**src/hdl/glos_pkg.sv**
```systemverilog
// shared constants, codes and types of the grid line-of-sight checker
package glos_pkg;

	localparam int MAX_COLUMNS = 256;
	localparam int MAX_ROWS    = 256;
	localparam int GRID_DEPTH  = MAX_COLUMNS * MAX_ROWS;
	localparam int ADDR_W      = $clog2(GRID_DEPTH);

	localparam int COORD_W     = 8;
	localparam int COST_W      = 8;
	localparam int DIM_W       = 9;
	localparam int CFG_INDEX_W = 2;
	localparam int CFG_DATA_W  = 9;

	localparam logic [CFG_INDEX_W-1:0] CFG_GRID_WIDTH       = 2'd0;
	localparam logic [CFG_INDEX_W-1:0] CFG_GRID_HEIGHT      = 2'd1;
	localparam logic [CFG_INDEX_W-1:0] CFG_LETHAL_THRESHOLD = 2'd2;

	localparam logic [DIM_W-1:0]  RESET_GRID_WIDTH       = 9'd256;
	localparam logic [DIM_W-1:0]  RESET_GRID_HEIGHT      = 9'd256;
	localparam logic [COST_W-1:0] RESET_LETHAL_THRESHOLD = 8'd253;

	localparam logic ACT_WRITE = 1'b0;
	localparam logic ACT_QUERY = 1'b1;

	typedef enum logic [2:0] {
		W_IDLE,
		W_STEP,
		W_T1,
		W_T2,
		W_PA,
		W_PB,
		W_DONE
	} walk_state_t;

	typedef struct packed {
		logic [DIM_W-1:0]  grid_width;
		logic [DIM_W-1:0]  grid_height;
		logic [COST_W-1:0] lethal_threshold;
	} cfg_t;

	typedef struct packed {
		logic [COORD_W-1:0] start_x;
		logic [COORD_W-1:0] start_y;
		logic [COORD_W-1:0] end_x;
		logic [COORD_W-1:0] end_y;
	} query_t;

	typedef struct packed {
		logic idle;
		logic done;
		logic clear;
	} walk_status_t;

	typedef struct packed {
		logic              en;
		logic [ADDR_W-1:0] addr;
		logic [COST_W-1:0] data;
	} ram_wr_t;

	typedef struct packed {
		logic              en;
		logic [ADDR_W-1:0] addr;
	} ram_rd_t;

endpackage

```
**src/hdl/glos_walker.sv**
```systemverilog
// line walker: steps along the major axis and probes the crossed cells in the store
module glos_walker (
	input  logic                        clk,
	input  logic                        arst_n,
	input  logic                        start,
	input  glos_pkg::query_t            query,
	input  logic                        ack,
	input  glos_pkg::cfg_t              cfg,
	input  logic [glos_pkg::COST_W-1:0] rd_data,
	output glos_pkg::ram_rd_t           rd,
	output glos_pkg::walk_status_t      status
);

	localparam int CW = glos_pkg::COORD_W;

	glos_pkg::walk_state_t state_q, state_d;

	logic [CW-1:0] maj_q, maj_d, min_q, min_d;
	logic [CW-1:0] end_maj_q, dmaj_q, dmin_q;
	logic [CW:0]   acc_q, acc_d;
	logic          xmaj_q, smaj_neg_q, smin_neg_q;
	logic          clear_q, clear_d;
	logic          in_grid_s1;

	logic [CW-1:0] dx, dy;
	logic          xmaj;

	logic [CW:0]   acc_sum, acc_next;
	logic          crossed;
	logic [CW-1:0] maj_step, min_next;
	logic [CW:0]   maj_off, min_off, min_next_off, min_m1;

	logic          probe_en;
	logic [CW:0]   probe_min, px, py;
	logic          in_grid;
	logic [31:0]   lin_addr;
	logic          safe;

	// start decode
	always_comb begin
		dx   = (query.end_x > query.start_x) ? query.end_x - query.start_x
		                                     : query.start_x - query.end_x;
		dy   = (query.end_y > query.start_y) ? query.end_y - query.start_y
		                                     : query.start_y - query.end_y;
		xmaj = (dx >= dy);
	end

	// step arithmetic
	always_comb begin
		acc_sum      = acc_q + {1'b0, dmin_q};
		crossed      = (acc_sum >= {1'b0, dmaj_q});
		acc_next     = crossed ? acc_sum - {1'b0, dmaj_q} : acc_sum;
		maj_step     = smaj_neg_q ? maj_q - 1'b1 : maj_q + 1'b1;
		min_next     = smin_neg_q ? min_q - 1'b1 : min_q + 1'b1;
		maj_off      = {1'b0, maj_q} - {{CW{1'b0}}, smaj_neg_q};
		min_off      = {1'b0, min_q} - {{CW{1'b0}}, smin_neg_q};
		min_next_off = {1'b0, min_next} - {{CW{1'b0}}, smin_neg_q};
		min_m1       = {1'b0, min_q} - {{CW{1'b0}}, 1'b1};
	end

	assign safe = in_grid_s1 && (rd_data < cfg.lethal_threshold);

	always_ff @(posedge clk or negedge arst_n) begin
		if (!arst_n) begin
			state_q <= glos_pkg::W_IDLE;
		end else begin
			state_q <= state_d;
		end
	end

	always_ff @(posedge clk) begin
		maj_q      <= maj_d;
		min_q      <= min_d;
		acc_q      <= acc_d;
		clear_q    <= clear_d;
		in_grid_s1 <= in_grid;
		if (state_q == glos_pkg::W_IDLE && start) begin
			xmaj_q     <= xmaj;
			end_maj_q  <= xmaj ? query.end_x : query.end_y;
			dmaj_q     <= xmaj ? dx : dy;
			dmin_q     <= xmaj ? dy : dx;
			smaj_neg_q <= xmaj ? !(query.end_x > query.start_x)
			                   : !(query.end_y > query.start_y);
			smin_neg_q <= xmaj ? !(query.end_y > query.start_y)
			                   : !(query.end_x > query.start_x);
		end
	end

	always_comb begin
		state_d   = state_q;
		maj_d     = maj_q;
		min_d     = min_q;
		acc_d     = acc_q;
		clear_d   = clear_q;
		probe_en  = 1'b0;
		probe_min = min_off;
		unique case (state_q)
			glos_pkg::W_IDLE: begin
				maj_d = xmaj ? query.start_x : query.start_y;
				min_d = xmaj ? query.start_y : query.start_x;
				acc_d = '0;
				if (start) begin
					state_d = glos_pkg::W_STEP;
				end
			end
			glos_pkg::W_STEP: begin
				if (maj_q == end_maj_q) begin
					clear_d = 1'b1;
					state_d = glos_pkg::W_DONE;
				end else if (dmin_q == '0) begin
					// axis-aligned: test the two side cells
					probe_en  = 1'b1;
					probe_min = {1'b0, min_q};
					state_d   = glos_pkg::W_PA;
				end else begin
					acc_d = acc_next;
					if (crossed) begin
						probe_en = 1'b1;
						state_d  = glos_pkg::W_T1;
					end else if (acc_next != '0) begin
						probe_en = 1'b1;
						state_d  = glos_pkg::W_T2;
					end else begin
						maj_d = maj_step;
					end
				end
			end
			glos_pkg::W_T1: begin
				if (!safe) begin
					clear_d = 1'b0;
					state_d = glos_pkg::W_DONE;
				end else begin
					min_d = min_next;
					if (acc_q != '0) begin
						probe_en  = 1'b1;
						probe_min = min_next_off;
						state_d   = glos_pkg::W_T2;
					end else begin
						maj_d   = maj_step;
						state_d = glos_pkg::W_STEP;
					end
				end
			end
			glos_pkg::W_T2, glos_pkg::W_PB: begin
				if (!safe) begin
					clear_d = 1'b0;
					state_d = glos_pkg::W_DONE;
				end else begin
					maj_d   = maj_step;
					state_d = glos_pkg::W_STEP;
				end
			end
			glos_pkg::W_PA: begin
				if (safe) begin
					maj_d   = maj_step;
					state_d = glos_pkg::W_STEP;
				end else begin
					probe_en  = 1'b1;
					probe_min = min_m1;
					state_d   = glos_pkg::W_PB;
				end
			end
			glos_pkg::W_DONE: begin
				if (ack) begin
					state_d = glos_pkg::W_IDLE;
				end
			end
			default: begin
				state_d = glos_pkg::W_IDLE;
			end
		endcase
	end

	// probe address and grid bounds
	always_comb begin
		px       = xmaj_q ? maj_off : probe_min;
		py       = xmaj_q ? probe_min : maj_off;
		in_grid  = !px[CW] && !py[CW]
		        && ({1'b0, px[CW-1:0]} < cfg.grid_width)
		        && ({1'b0, py[CW-1:0]} < cfg.grid_height)
		        && (32'(px[CW-1:0]) < 32'(glos_pkg::MAX_COLUMNS))
		        && (32'(py[CW-1:0]) < 32'(glos_pkg::MAX_ROWS));
		lin_addr = 32'(py[CW-1:0]) * 32'(glos_pkg::MAX_COLUMNS) + 32'(px[CW-1:0]);
		rd.en    = probe_en;
		rd.addr  = in_grid ? lin_addr[glos_pkg::ADDR_W-1:0] : '0;
	end

	assign status.idle  = (state_q == glos_pkg::W_IDLE);
	assign status.done  = (state_q == glos_pkg::W_DONE);
	assign status.clear = clear_q;

endmodule

```
**config.mk**
```make
export PLATFORM = sky130hd
export DESIGN_NAME = glos_walker
export DESIGN_NICKNAME = d
export VERILOG_FILES = /design/src/hdl/glos_pkg.sv /design/src/hdl/glos_walker.sv
export SDC_FILE = /design/constraint.sdc
export NUM_CORES = 1
export LEC_CHECK = 0
export ABC_CLOCK_PERIOD_IN_PS = 6750
export BUFFER_PORTS_ARGS = -buffer_cell sky130_fd_sc_hd__buf_2
export CAP_MARGIN = 10
export CORE_MARGIN = 1.5
export CORE_UTILIZATION = 60
export CTS_BUF_LIST = sky130_fd_sc_hd__clkbuf_2
export CTS_CLUSTER_SIZE = 25
export DETAILED_ROUTE_END_ITERATION = 12
export PLACE_DENSITY = 0.92
export SLEW_MARGIN = 30
export SYNTH_ARGS = -nofsm -noshare
export SYNTH_HDL_FRONTEND = slang
export SYNTH_SLANG_ARGS = --single-unit
```
**constraint.sdc**
```tcl
create_clock -name clk -period 6.75 [get_ports clk]
set_input_delay 0.675 -clock clk [delete_from_list [all_inputs] [get_ports clk]]
set_output_delay 0.675 -clock clk [all_outputs]
set_load 0.05 [all_outputs]
```
# After elaboration in Yosys (flattened, before gate mapping)
# Cells that the tools add are included.
totals:
  reg_bits: 57
  output_inout_bits: 20
  inputBits: 70
classes:
  n_addsub: 15
  eq_ne: 19
  mux: 56
  n_lt_le_gt_ge: 7
  n_reduce_logical: 25
ops:
  columns: ["cell", "n"]
  rows:
  - ["$mux W8", 17]
  - ["$mux W9", 10]
  - ["$pmux W8 S4", 1]
  - ["$sub A8 B8 Y8", 4]
  - ["$mux W3", 9]
  - ["$pmux W9 S3", 1]
  - ["$sub A8 B1 Y9", 3]
  - ["$ne A2 B2 Y1 const B", 10]
  - ["$lt A8 B9 Y1", 2]
  - ["$pmux W3 S6", 1]
  - ["$pmux W9 S2", 1]
  - ["$reduce_bool A9 Y1", 2]
  - ["$add A16 B8 Y16", 1]
  - ["$add A8 B1 Y8 const B", 2]
  - ["$gt A8 B8 Y1", 2]
  - ["$mux W16", 1]
  - ["$pmux W8 S2", 1]
  - ["$sub A8 B1 Y8 const B", 2]
  - ["$mux W1", 11]
  - ["$add A9 B8 Y9", 1]
  - ["$eq A3 B3 Y1 const B", 3]
  - ["$ge A9 B8 Y1", 1]
  - ["$reduce_and A3 Y1", 3]
  - ["$sub A8 B1 Y9 const B", 1]
  - ["other kinds (21)", 32]

# Logic depth before layout (Yosys ltp)
depth:
  word_depth: 12
  mapped_depth: 22
  mapped_depth_nobuf: 20

# Least setup slack after synthesis
# Ideal clock, no wire load.
synth_timing:
  kind: "register to output"
  start: "reg smin_neg_q"
  end: "out rd[0] (netlist bit)"
  t_arrival_ns: 5.547
  required_time_ns: 6.075
  n_path_buf: 1
  setup_slack_ns: 0.528
  path_stages_with_launch: 19
  cell_sequence: "edfxtp_1 > fa_1 > xnor2_1 > and3_1 > o221ai_1 > or4_1 > xor2_1 > nor2_1 > a211oi_1 > a21oi_1 > ha_1 > nand3b_1 > nor3_1 > o32ai_1 > a21oi_1 > o41a_1 > or4_4 > buf_6 > a211oi_1"
synth_rtl:
  columns: ["item", "line", "text"]
  rows:
  - ["start, declared", "glos_walker.sv:21", "logic xmaj_q, smaj_neg_q, smin_neg_q;"]
  - ["start signal, assigned", "glos_walker.sv:84", "smin_neg_q <= xmaj ? !(query.end_y > query.start_y)"]
  - ["end, declared", "glos_walker.sv:10", "output glos_pkg::ram_rd_t rd,"]

==> results.md <==
- Status: finished, final reports clean
- Worst slew pin tran: 0.8664 ns
- FP Rows: 40
- Final Cycle Share: 0.9442
- Worst slew margin: 0.4188
- Yosys reg bits: 57
- Vias post-DR: 6973
- Largest net degree at the start of global routing: 48
- CTS tree: built
- Fill cells: 938
- Worst path most repeated cell: a21oi_1
- Clock Tree Root: clkbuf_2
- Crit path cell chain: fa_1 > xnor2_2 > and3_1 > o221ai_1 > or4_1 > xor2_1 > nor2_1 > a211oi_2 > a21oi_1 > ha_1 > nand3b_1 > nor3_1 > o32ai_1 > a21oi_1 > o41a_1 > or4_4 > inv_1 > and2_1 > buf_2
- Die ar.: 0.01285 mm^2
- Average size of a mapped cell: 8.056 um^2
- Num ports: 90
- Initial antenna violation count: 1
- Synth top area share: 0.2178
- Worst-Skew Late Latency: 0.52 ns
- Die width: 113.4 um
- Synth unique cells: 74
- Synth area leaders: edfxtp_1 (22%), ha_1 (16%), a21oi_1 (5.5%), inv_1 (5.4%), nand2_1 (4.3%)
- Total of max-cap violations: 0
- Final GP Congestion: 0.9741
- Net count after synthesis: 1079
- Post-synth EDFFs: 53
- Share of cells above drive strength 1: 0.1393
- Num CTS Buffers: 9
- Ys flop type: edfxtp_1
- Global-route wire length before repair: 29870 um
- WP data arrival: between 5 and 6 ns
- GRT Total Usage: 0.2886
- HPWL after DPL: 14790 um
- Core Area: 0.01196 mm^2
- Async set-reset flop share out of synthesis: 0.05263
- CP max stage delay: 0.63 ns
- Max-slew violation count: 0
- Synth Instances: 907
- Post-synthesis cell area: 0.007307 mm^2
- Most common cell in the synthesized netlist: inv_1
- Req. time, crit path: 6.07 ns
- Register area: 0.001687 mm^2
- Crit path max fanout: 11
- Area leader, netlist: edfxtp_1
- Total iterations of the first detailed-routing run: 5
- Slowest-stage cell, CP: or4_4
- Setup crit start kind: flop
- # setup viols final: 0
- Area Growth Syn to Fin: 9.777%
- Yosys warns: 0
- HP Class: input pin to flop
- Buffers on Ports: slightly below 90
- H-tree levels: 3
- Area of the multi-input gates: between 0.005 and 0.006 mm^2
- Final hold vios: 0
- Setup TNS Final: 0 ns
- Routed length per instance: 16.27 um
- Gr ovfl total: 0
- Die height: 113.4 um
- Starting density of the core: 0.6109
- ANT nets after route: 0
- Clock Sinks: 57
- Max Fclk: 156.9 MHz
- Vias per Instance: 6.122
- Minimum clock period: about 6.4 ns
- Final wirelength: 18530 um
- Share of the yosys chip area belonging to registers: 0.2308
- CP endpoint kind: output port
- Clk buf depth: 2
- Vias in the first global route: 6499
- DR iter-0 viols: 666
- Nets@finish: 1158
- Top cells by count, synth: inv_1 (106), ha_1 (94), nand2_1 (83), a21oi_1 (80), nor2_1 (67)
- Crit path kind: flop to output port
- Clk_skew: 0.03794 ns
- CTS clk-pin slew, worst paths: 0.18 ns
- Residual DRC count: 0
- RSZ-0062 raised after global routing: no
## routing by layer
metal  vias up  global-route usage  share of wire
met4         0              0.1108          0.030
met2       347              0.4929           0.47
met5         -                   0              0
met1      3179              0.3641           0.41
met3        56             0.05196          0.091
li1       3391                   -              -
## sequential cells by signal (all words and copies together), names as in the netlist, 3 cells and up
register and count:
state_q 3, end_maj_q 8, dmin_q 8, maj_q 8
dmaj_q 8, min_q 8, acc_q 9
## worst paths after layout
check / startpoint / to / slack (ns) / cells past startpoint
worst max-delay path: min_q[0]$_DFFE_PP_ / rd[14] / 0.38 / 19
worst min-delay path: query[7] / end_maj_q[7]$_DFFE_PP_ / 0.45 / 3
worst max register to register: dmin_q[1]$_DFFE_PP_ / maj_q[4]$_DFFE_PP_ / 1.79 / 13
worst min register to register: dmaj_q[0]$_DFFE_PP_ / acc_q[0]$_SDFFCE_PN0P_ / 0.73 / 2
max in group asynchronous: arst_n / state_q[2]$_DFFE_PN0P_ / 6.19 / 2
min in group asynchronous: arst_n / state_q[0]$_DFFE_PN0P_ / 0.46 / 2
## cells in the final DEF (no fill, tap or decap), types with 25 or more instances in the layout
master	n
buf_2	89
nor2_1	67
xor2_1	25
xnor2_1	32
ha_1	94
nand2_1	83
inv_1	105
edfxtp_1	53
a21oi_1	79
o21ai_0	51
## final cells by class
cell class                 instances  share of cell area
multi-input combinational        710              0.6336
sequential                        57              0.2103
timing repair buffer             101             0.06707
inverter                         107             0.05007
tap                              147             0.02293
clock inverter                     5            0.008891
clock buffer                      11            0.006863
antenna                            1           0.0003120
## critical path, delay by kind of cell, from the launching register on
kind            cells  cell delay (ns)
compound gates      6             1.00
buf+inv             2             0.45
simple gates        7             1.86
xor+xnor            2             0.44
flops               1             0.60
fa+ha+maj           2             0.84
## metrics by stage
stage / cell area, um^2 / utilization / worst slack [ns] / instances / hold slack (ns)
2_1_floorplan: 7307 / - / 0.5278 / 907 / 0.3794
3_3_place_gp: 7866 / 0.6576 / 0.9020 / 1121 / 0.4709
3_5_place_dp: 7866 / 0.6576 / 0.6840 / 1121 / 0.4723
4_1_cts: 8003 / 0.6690 / 0.1028 / 1138 / 0.4298
5_1_grt: 8021 / 0.6706 / 0.03002 / 1139 / 0.4296
6_report: 8021 / 0.6706 / 0.3768 / 1139 / 0.4549
## kinds of logic after synthesis
family | synth area share
adders and majority gates | 0.1829
and+or+nand+nor | 0.1877
muxes | 0.03750
AOI/OAI and AO/OA | 0.2158
DFF | 0.2308
buffers and inverters | 0.07586
xor gates and xnor gates | 0.06952
## repair_timing
action                                 in CTS  in global routing
setup buffers                               0                  0
setup endpoints to repair                   0                 16
gates resized for setup                     0                  2
endpoints found under the hold margin       3                  0
hold buffers                                1                  0
Power is not shown: default switching activity piles up to over one toggle a cycle in this logic, so the estimate is an artifact.
